**config.mk**
```make
export PLATFORM = sky130hd
export DESIGN_NAME = frame_pointer_stack_walker_core
export DESIGN_NICKNAME = d
export VERILOG_FILES = /design/src/rtl/fpsw_pkg.sv /design/src/rtl/frame_pointer_stack_walker_core.sv /design/src/rtl/fpsw_apb_regs.sv /design/src/rtl/fpsw_step.sv
export SDC_FILE = /design/constraint.sdc
export NUM_CORES = 2
export LEC_CHECK = 0
export BUFFER_PORTS_ARGS = -buffer_cell sky130_fd_sc_hd__buf_2
export CORE_AREA = 8 8 345 347
export CTS_CLUSTER_SIZE = 25
export DETAILED_ROUTE_END_ITERATION = 8
export DIE_AREA = 0 0 353 355
export PLACE_DENSITY = 0.65
export REMOVE_ABC_BUFFERS = 1
export SLEW_MARGIN = 20
export SYNTH_ARGS = -nofsm -noshare
export SYNTH_HDL_FRONTEND = slang
export SYNTH_HIERARCHICAL = 1
export SYNTH_SLANG_ARGS = --single-unit
```
**constraint.sdc**
```tcl
create_clock -name clk -period 24.4 [get_ports clk]
set_input_delay 1.22 -clock clk [delete_from_list [all_inputs] [get_ports clk]]
set_output_delay 1.22 -clock clk [all_outputs]
set_load 0.005 [all_outputs]
```
**src/rtl/fpsw_pkg.sv**
```systemverilog
// ---------------------------------------------------------------------------
// fpsw_pkg
// Shared types, register codes and helpers of the frame-pointer stack walker.
// ---------------------------------------------------------------------------
package fpsw_pkg;

    localparam int ADDR_W  = 64;
    localparam int CNT_W   = 7;
    localparam int IDX_W   = 6;
    localparam int CFG_AW  = 5;
    localparam int CFG_DW  = 64;

    localparam logic [ADDR_W-1:0] FRAME_SPAN = 64'd16;
    localparam logic [2:0]        ALIGN_MASK = 3'b111;

    typedef enum logic [1:0] {
        REG_STACK_BASE  = 2'd0,
        REG_STACK_TOP   = 2'd1,
        REG_STACK_KNOWN = 2'd2,
        REG_CAPACITY    = 2'd3
    } reg_idx_t;

    typedef struct packed {
        logic [ADDR_W-1:0] stack_base;
        logic [ADDR_W-1:0] stack_top;
        logic              stack_known;
        logic [CNT_W-1:0]  capacity;
    } cfg_t;

    typedef struct packed {
        logic [ADDR_W-1:0] current_frame;
        logic [ADDR_W-1:0] lower_bound;
        logic [ADDR_W-1:0] upper_limit;
        logic [CNT_W-1:0]  collected;
        logic              walking;
    } walk_state_t;

    typedef struct packed {
        logic              frame_valid;
        logic [ADDR_W-1:0] frame_addr;
        logic [IDX_W-1:0]  frame_index;
        logic              fetch_valid;
        logic [ADDR_W-1:0] fetch_addr;
        logic              done_res;
        logic [CNT_W-1:0]  total_frames;
    } result_t;

    function automatic logic is_canonical(input logic [ADDR_W-1:0] a);
        return (a[63:47] == '0) || (a[63:47] == '1);
    endfunction

    function automatic logic frame_ok(input logic [ADDR_W-1:0] f,
                                      input logic [ADDR_W-1:0] lo,
                                      input logic [ADDR_W-1:0] lim);
        return (f >= lo) && (f <= lim) && ((f[2:0] & ALIGN_MASK) == 3'b000);
    endfunction

endpackage

```
**src/rtl/frame_pointer_stack_walker_core.sv**
```systemverilog
// ---------------------------------------------------------------------------
// frame_pointer_stack_walker_core
// An item is held in the input register, and its result in the result register.
// Throughput: one item per cycle while the result side is not stalled; input and result registers decouple stalls.
// A frame item that arrives while no walk runs is dropped without a result.
// Reset (rst_n low, asynchronous) clears walk state and valid flags;
// capacity resets to 64, the other registers to zero.
// ---------------------------------------------------------------------------
module frame_pointer_stack_walker_core
    import fpsw_pkg::*;
#(
    parameter int PAGE_BITS = 12,
    parameter int MAX_DEPTH = 64
)
(
    input  logic              clk,
    input  logic              rst_n,
    input  logic              psel,
    input  logic              penable,
    input  logic              pwrite,
    input  logic [CFG_AW-1:0] paddr,
    input  logic [CFG_DW-1:0] pwdata,
    output logic [CFG_DW-1:0] prdata,
    output logic              pready,
    input  logic              s_tvalid,
    output logic              s_tready,
    // start_ip, start_fp, start_sp, saved_link, saved_return
    input  logic [319:0]      s_tdata,
    // func
    input  logic [0:0]        s_tuser,
    output logic              m_tvalid,
    input  logic              m_tready,
    // frame_addr, frame_index, fetch_addr, total_frames, zero pad
    output logic [143:0]      m_tdata,
    // frame_valid, fetch_valid
    output logic [1:0]        m_tuser,
    // done_res
    output logic              m_tlast
);

    cfg_t        cfg;
    walk_state_t state_reg;
    walk_state_t state_next;
    result_t     step_res;
    result_t     res_reg;
    logic        step_emit;
    logic        in_valid_reg;
    logic        in_func_reg;
    logic [319:0] in_data_reg;
    logic        out_valid_reg;
    logic        out_valid_next;
    logic        advance;

    fpsw_apb_regs u_regs (
        .clk     (clk),
        .rst_n   (rst_n),
        .psel    (psel),
        .penable (penable),
        .pwrite  (pwrite),
        .paddr   (paddr),
        .pwdata  (pwdata),
        .prdata  (prdata),
        .pready  (pready),
        .cfg     (cfg)
    );

    fpsw_step #(
        .PAGE_BITS (PAGE_BITS),
        .MAX_DEPTH (MAX_DEPTH)
    ) u_step (
        .cfg          (cfg),
        .state        (state_reg),
        .func         (in_func_reg),
        .start_ip     (in_data_reg[63:0]),
        .start_fp     (in_data_reg[127:64]),
        .start_sp     (in_data_reg[191:128]),
        .saved_link   (in_data_reg[255:192]),
        .saved_return (in_data_reg[319:256]),
        .emit         (step_emit),
        .result       (step_res),
        .state_next   (state_next)
    );

    assign advance  = in_valid_reg && (!step_emit || !out_valid_reg || m_tready);
    assign s_tready = !in_valid_reg || advance;

    always_comb
    begin
        out_valid_next = out_valid_reg;
        if (advance && step_emit)
            out_valid_next = 1'b1;
        else if (m_tready)
            out_valid_next = 1'b0;
    end

    always_ff @(posedge clk or negedge rst_n)
    begin
        if (!rst_n)
        begin
            in_valid_reg  <= 1'b0;
            out_valid_reg <= 1'b0;
            state_reg     <= '0;
        end
        else
        begin
            if (s_tready)
                in_valid_reg <= s_tvalid;
            out_valid_reg <= out_valid_next;
            if (advance)
                state_reg <= state_next;
        end
    end

    always_ff @(posedge clk)
    begin
        if (s_tready && s_tvalid)
        begin
            in_func_reg <= s_tuser[0];
            in_data_reg <= s_tdata;
        end
        if (advance && step_emit)
            res_reg <= step_res;
    end

    assign m_tvalid = out_valid_reg;
    assign m_tdata  = {3'b000, res_reg.total_frames, res_reg.fetch_addr,
                       res_reg.frame_index, res_reg.frame_addr};
    assign m_tuser  = {res_reg.fetch_valid, res_reg.frame_valid};
    assign m_tlast  = res_reg.done_res;

    a_fetch_xor_done: assert property (@(posedge clk) disable iff (!rst_n)
        m_tvalid |-> (m_tuser[1] ^ m_tlast))
        else $error("result must either request a fetch or end the walk");

    a_index_below_total: assert property (@(posedge clk) disable iff (!rst_n)
        (m_tvalid && m_tuser[0]) |-> ({1'b0, m_tdata[69:64]} < m_tdata[140:134]))
        else $error("frame index not below collected count");

    a_no_back_pressure: assert property (@(posedge clk) disable iff (!rst_n)
        m_tready |-> s_tready)
        else $error("input stalled while result side is ready");

    a_count_bound: assert property (@(posedge clk) disable iff (!rst_n)
        state_reg.collected <= CNT_W'(MAX_DEPTH))
        else $error("collected count exceeds depth");

endmodule

```
**src/rtl/fpsw_apb_regs.sv**
```systemverilog
// ---------------------------------------------------------------------------
// fpsw_apb_regs
// APB register file holding stack bounds, stack-known flag and capacity.
// ---------------------------------------------------------------------------
module fpsw_apb_regs
    import fpsw_pkg::*;
(
    input  logic              clk,
    input  logic              rst_n,
    input  logic              psel,
    input  logic              penable,
    input  logic              pwrite,
    input  logic [CFG_AW-1:0] paddr,
    input  logic [CFG_DW-1:0] pwdata,
    output logic [CFG_DW-1:0] prdata,
    output logic              pready,
    output cfg_t              cfg
);

    cfg_t     cfg_reg;
    cfg_t     cfg_next;
    reg_idx_t idx;
    logic     wr_en;

    assign idx    = reg_idx_t'(paddr[4:3]);
    assign wr_en  = psel && penable && pwrite;
    assign pready = 1'b1;
    assign cfg    = cfg_reg;

    always_comb
    begin
        cfg_next = cfg_reg;
        if (wr_en)
        begin
            case (idx)
                REG_STACK_BASE:  cfg_next.stack_base  = pwdata;
                REG_STACK_TOP:   cfg_next.stack_top   = pwdata;
                REG_STACK_KNOWN: cfg_next.stack_known = pwdata[0];
                REG_CAPACITY:    cfg_next.capacity    = pwdata[CNT_W-1:0];
                default:         cfg_next = cfg_reg;
            endcase
        end
    end

    always_comb
    begin
        case (idx)
            REG_STACK_BASE:  prdata = cfg_reg.stack_base;
            REG_STACK_TOP:   prdata = cfg_reg.stack_top;
            REG_STACK_KNOWN: prdata = {{(CFG_DW-1){1'b0}}, cfg_reg.stack_known};
            REG_CAPACITY:    prdata = {{(CFG_DW-CNT_W){1'b0}}, cfg_reg.capacity};
            default:         prdata = '0;
        endcase
    end

    always_ff @(posedge clk or negedge rst_n)
    begin
        if (!rst_n)
        begin
            cfg_reg.stack_base  <= '0;
            cfg_reg.stack_top   <= '0;
            cfg_reg.stack_known <= 1'b0;
            cfg_reg.capacity    <= CNT_W'(64);
        end
        else
        begin
            cfg_reg <= cfg_next;
        end
    end

endmodule

```
**src/rtl/fpsw_step.sv**
```systemverilog
// ---------------------------------------------------------------------------
// fpsw_step
// Single-pass logic for one item: bounds choice, frame checks, next state
// and result.
// ---------------------------------------------------------------------------
module fpsw_step
    import fpsw_pkg::*;
#(
    parameter int PAGE_BITS = 12,
    parameter int MAX_DEPTH = 64
)
(
    input  cfg_t              cfg,
    input  walk_state_t       state,
    input  logic              func,
    input  logic [ADDR_W-1:0] start_ip,
    input  logic [ADDR_W-1:0] start_fp,
    input  logic [ADDR_W-1:0] start_sp,
    input  logic [ADDR_W-1:0] saved_link,
    input  logic [ADDR_W-1:0] saved_return,
    output logic              emit,
    output result_t           result,
    output walk_state_t       state_next
);

    localparam logic [ADDR_W-1:0] PAGE_BYTES = 64'd1 << PAGE_BITS;
    localparam logic [ADDR_W-1:0] PAGE_MASK  = ~(PAGE_BYTES - 64'd1);
    localparam logic [ADDR_W-1:0] LINK_SPAN  = 64'd2 << PAGE_BITS;
    localparam logic [CNT_W-1:0]  DEPTH_MAX  = CNT_W'(MAX_DEPTH);

    logic [CNT_W-1:0]  cap_lim;
    logic              use_kstack;
    logic [ADDR_W-1:0] page_lo;
    logic [ADDR_W-1:0] page_lim;
    logic [ADDR_W-1:0] kstack_lim;
    logic              ok_kstack;
    logic              ok_page;
    logic              ip_canon;
    logic [CNT_W-1:0]  start_col;
    logic              ret_canon;
    logic [CNT_W-1:0]  col_inc;
    logic [ADDR_W-1:0] link_diff;
    logic              link_bad;
    logic              link_ok;

    always_comb
    begin
        cap_lim = cfg.capacity;
        if (cap_lim == '0)
            cap_lim = CNT_W'(1);
        if (cap_lim > DEPTH_MAX)
            cap_lim = DEPTH_MAX;
    end

    assign use_kstack = cfg.stack_known && (cfg.stack_base != '0) &&
                        (start_sp >= cfg.stack_base) && (start_sp < cfg.stack_top);
    assign page_lo    = start_sp & PAGE_MASK;
    assign page_lim   = page_lo + PAGE_BYTES - FRAME_SPAN;
    assign kstack_lim = cfg.stack_top - FRAME_SPAN;
    assign ok_kstack  = frame_ok(start_fp, cfg.stack_base, kstack_lim);
    assign ok_page    = frame_ok(start_fp, page_lo, page_lim);
    assign ip_canon   = is_canonical(start_ip);
    assign start_col  = ip_canon ? CNT_W'(1) : CNT_W'(0);

    assign ret_canon  = is_canonical(saved_return);
    assign col_inc    = state.collected + CNT_W'(1);
    assign link_diff  = saved_link - state.current_frame;
    assign link_bad   = (saved_link <= state.current_frame) || (link_diff > LINK_SPAN);
    assign link_ok    = frame_ok(saved_link, state.lower_bound, state.upper_limit);

    always_comb
    begin
        state_next = state;
        result     = '0;
        emit       = 1'b0;
        if (!func)
        begin
            emit                     = 1'b1;
            state_next.lower_bound   = use_kstack ? cfg.stack_base : page_lo;
            state_next.upper_limit   = use_kstack ? kstack_lim : page_lim;
            state_next.current_frame = start_fp;
            state_next.collected     = start_col;
            result.frame_valid       = ip_canon;
            result.frame_addr        = ip_canon ? start_ip : '0;
            if ((start_col < cap_lim) && (use_kstack ? ok_kstack : ok_page))
            begin
                result.fetch_valid  = 1'b1;
                result.fetch_addr   = start_fp;
                state_next.walking  = 1'b1;
            end
            else
            begin
                result.done_res     = 1'b1;
                state_next.walking  = 1'b0;
            end
            result.total_frames = start_col;
        end
        else if (state.walking)
        begin
            emit = 1'b1;
            if (!ret_canon)
            begin
                result.done_res    = 1'b1;
                state_next.walking = 1'b0;
            end
            else
            begin
                result.frame_valid   = 1'b1;
                result.frame_addr    = saved_return;
                result.frame_index   = state.collected[IDX_W-1:0];
                state_next.collected = col_inc;
                if (link_bad)
                begin
                    result.done_res    = 1'b1;
                    state_next.walking = 1'b0;
                end
                else
                begin
                    state_next.current_frame = saved_link;
                    if ((col_inc < cap_lim) && link_ok)
                    begin
                        result.fetch_valid = 1'b1;
                        result.fetch_addr  = saved_link;
                        state_next.walking = 1'b1;
                    end
                    else
                    begin
                        result.done_res    = 1'b1;
                        state_next.walking = 1'b0;
                    end
                end
            end
            result.total_frames = state_next.collected;
        end
    end

endmodule
```
==> metrics.cfg <==
[global_route]
grt_max_degree=153
grt_usage_pct=29.4
grt_pass1_vias=43739
grt_pass1_wl_mm=284
overflow=0
antenna_found_initial=33

[synth]
ys_ff_latch=803
synth-edff-count=465
synth_top_flop_cell=edfxtp_1
yosysWarnings=6
synthCells=5405
synth-seq-area-share_pct=41.4
synth-async-reset-ratio_pct=42.1
avgSynthCellArea_um2=10.0
ys_types=94
syn-cell-area_um2=54200

[finish]
largest_reg_flops=320
drive_above_1_share_pct=18.5
final_common_cell=buf_2
final_cell_mix=buf_2, ha_1, edfxtp_1
area_delta_synth_final_pct=13.3
stdcell_area_um2=61400
fin_nets=6750

[timing]
rsz0062_at_grt=no
finalHoldViolCount=0
setup_viol=0
setup_tns_ns=0
skew_ns=0.0631
slew_headroom_pct=19.8
min_period_over_period_pct=44.0
drv_slew=0
fmax_mhz=93.2
worst_pin_slew_ns=1.19
period_minus_slack_ns=10.73

[critical_path]
crit_top_cell=nand3_1
reg2reg_from=u_regs/cfg[12]$_DFFE_PN0P_
crit_start=u_regs/cfg[12]$_DFFE_PN0P_
cpMaxStageDelayCell=nor4_1
critPathLaunchType=flip-flop
end_kind=flip-flop
slowest_delay_ns=0.93
critical_path_arrival_ns=11.34
cp.depth=28
path_max_fanout=26
critPathTopFamily=simple AND/OR/NAND/NOR gates
ff2ff_path_depth=28
path_buf_inv=3
crit_type=reg -> reg
required_ns=25.01

[clocking]
cts_buffers=94
htree_levels=3
cts_tree=yes
ctsResizeCount=0
post_cts_buffers=0
clkSinkCount=803
clk_pin_slew_ns=0.06
cts-root-buf=clkbuf_16
postCtsHoldBufs=0
worstSkewPairLatency_ns=0.72
cts_buffer_depth=3

[placement]
io_buffers=603
dpl.hpwl_mm=144
postPlaceCellArea_um2=58100
place.gp.congestion=0.956

[die]
rows=124
ios=611
design.core.area_um2=114000
die_x_um=353
dieArea_um2=125000
start_util_pct=47.7
die_h_um=355

[power_and_ir_drop]
vdd_drop_max_mv=0.0655
p_total_mw=4.79
powerDensity_nw_per_um2=78.0
power_leakage_nw=26.4

[routing]
antenna_left=0
wl_per_cell_um=25.9
drtIter0Drc=4533
totalWireLength_mm=193
vias=45205
drc=0
first_pass_iters=8
viasPerCell=6.07

[flow_run]
cap_viol_max_count=0

[worst_hold_path]
hold_class=in -> async

[outcome]
outcome=finished, final reports clean

[cell families after synthesis]
logic type | count (synthesis) | share of synthesized area (%)
mux | 315 | 6.68
other cells | 3 | 0.0208
buf+inv | 718 | 5.75
xor+xnor | 97 | 1.57
simple gates | 1665 | 16.4
flops | 803 | 41.4
compound gates | 1295 | 16.4
fa+ha+maj | 509 | 11.8
[path summary, 6_finish.rpt]
kind / slack, ns / end
max in group asynchronous: 21.79 / u_regs/cfg[66]$_DFFE_PN0P_
min in group clk: 0.53 / state_reg[16]$_DFFE_PN0P_
max reg2reg: 13.67 / state_reg[0]$_DFFE_PN0P_
max: 13.67 / state_reg[0]$_DFFE_PN0P_
min: 0.49 / u_regs/cfg[85]$_DFFE_PN0P_
min reg2reg: 0.53 / state_reg[16]$_DFFE_PN0P_
[power breakdown]
group	total, mW	leakage [nW]	switching [mW]	internal (mW)
Clock	1.51	1.58	0.639	0.874
Combinational	1.42	16.2	0.840	0.583
Sequential	1.86	8.68	0.243	1.61
[layout make-up]
type                    instances  area, µm²
clock buffers                 119       2520
fillers                     10272      52200
inverters                     398       1500
diodes                         11       27.5
flip-flops and latches        803      22400
clock inverters                58        801
multi-input cells            3888      28700
well taps                    1512       1890
repair buffers                659       3490
[per-stage QoR]
stage	utilization, %	hold WS (ns)	setup slack, ns	instances
after CTS	54.0	0.480	13.96	7437
final	54.1	0.485	13.67	7448
after global routing	54.0	0.498	13.56	7441
after detailed placement	51.1	0.509	14.03	7260
after global placement	51.1	0.500	14.11	7260
after floorplan	-	0.487	3.72	5089
[cells in the mapped netlist, types with 8 or more instances]
cell       count  area, µm²
ha_1         509       6370
edfxtp_1     465      14000
nand2_1      448       1680
inv_1        398       1490
a21oi_1      363       1820
nor2_1       361       1360
dfrtp_1      337       8430
nand2b_1     229       1430
o21ai_0      206       1030
nand4b_1     200       1750
o211ai_1     181       1360
clkbuf_1     175        657
a21o_1       170       1280
nand4_1      149        932
mux2i_1      133       1330
mux2_2       116       1310
buf_2         95        475
a22o_1        83        727
xnor2_1       77        674
mux2_4        60        901
nor4_1        60        375
nand3_1       46        230
nor3_1        45        225
o211ai_2      41        513
a211oi_1      38        285
o21a_1        33        248
buf_6         32        360
nor2b_1       32        200
a32o_2        20        225
xor2_1        20        175
buf_4         16        120
o21bai_1      15        113
or3_1         15       93.8
and3_1        14       87.6
and2_1        13       81.3
o31ai_1       13       97.6
a221oi_1      10       87.6
a31oi_1       10       62.6
o2111ai_1     10       87.6
or4_1         10       75.1
or2_2          9       56.3
and4_1         8       70.1
o221ai_1       8       70.1
[per-layer routing]
metal	up-vias	wire length, µm	global-route usage, %	share of wire, %
li1	20836	-	-	-
met2	1825	86000	45.7	45
met3	354	17100	7.35	8.9
met5	-	143	0	0.074
met1	22168	82500	39.9	43
met4	22	7190	10.1	3.7
No activity file was read; power rests on OpenSTA's default activity.
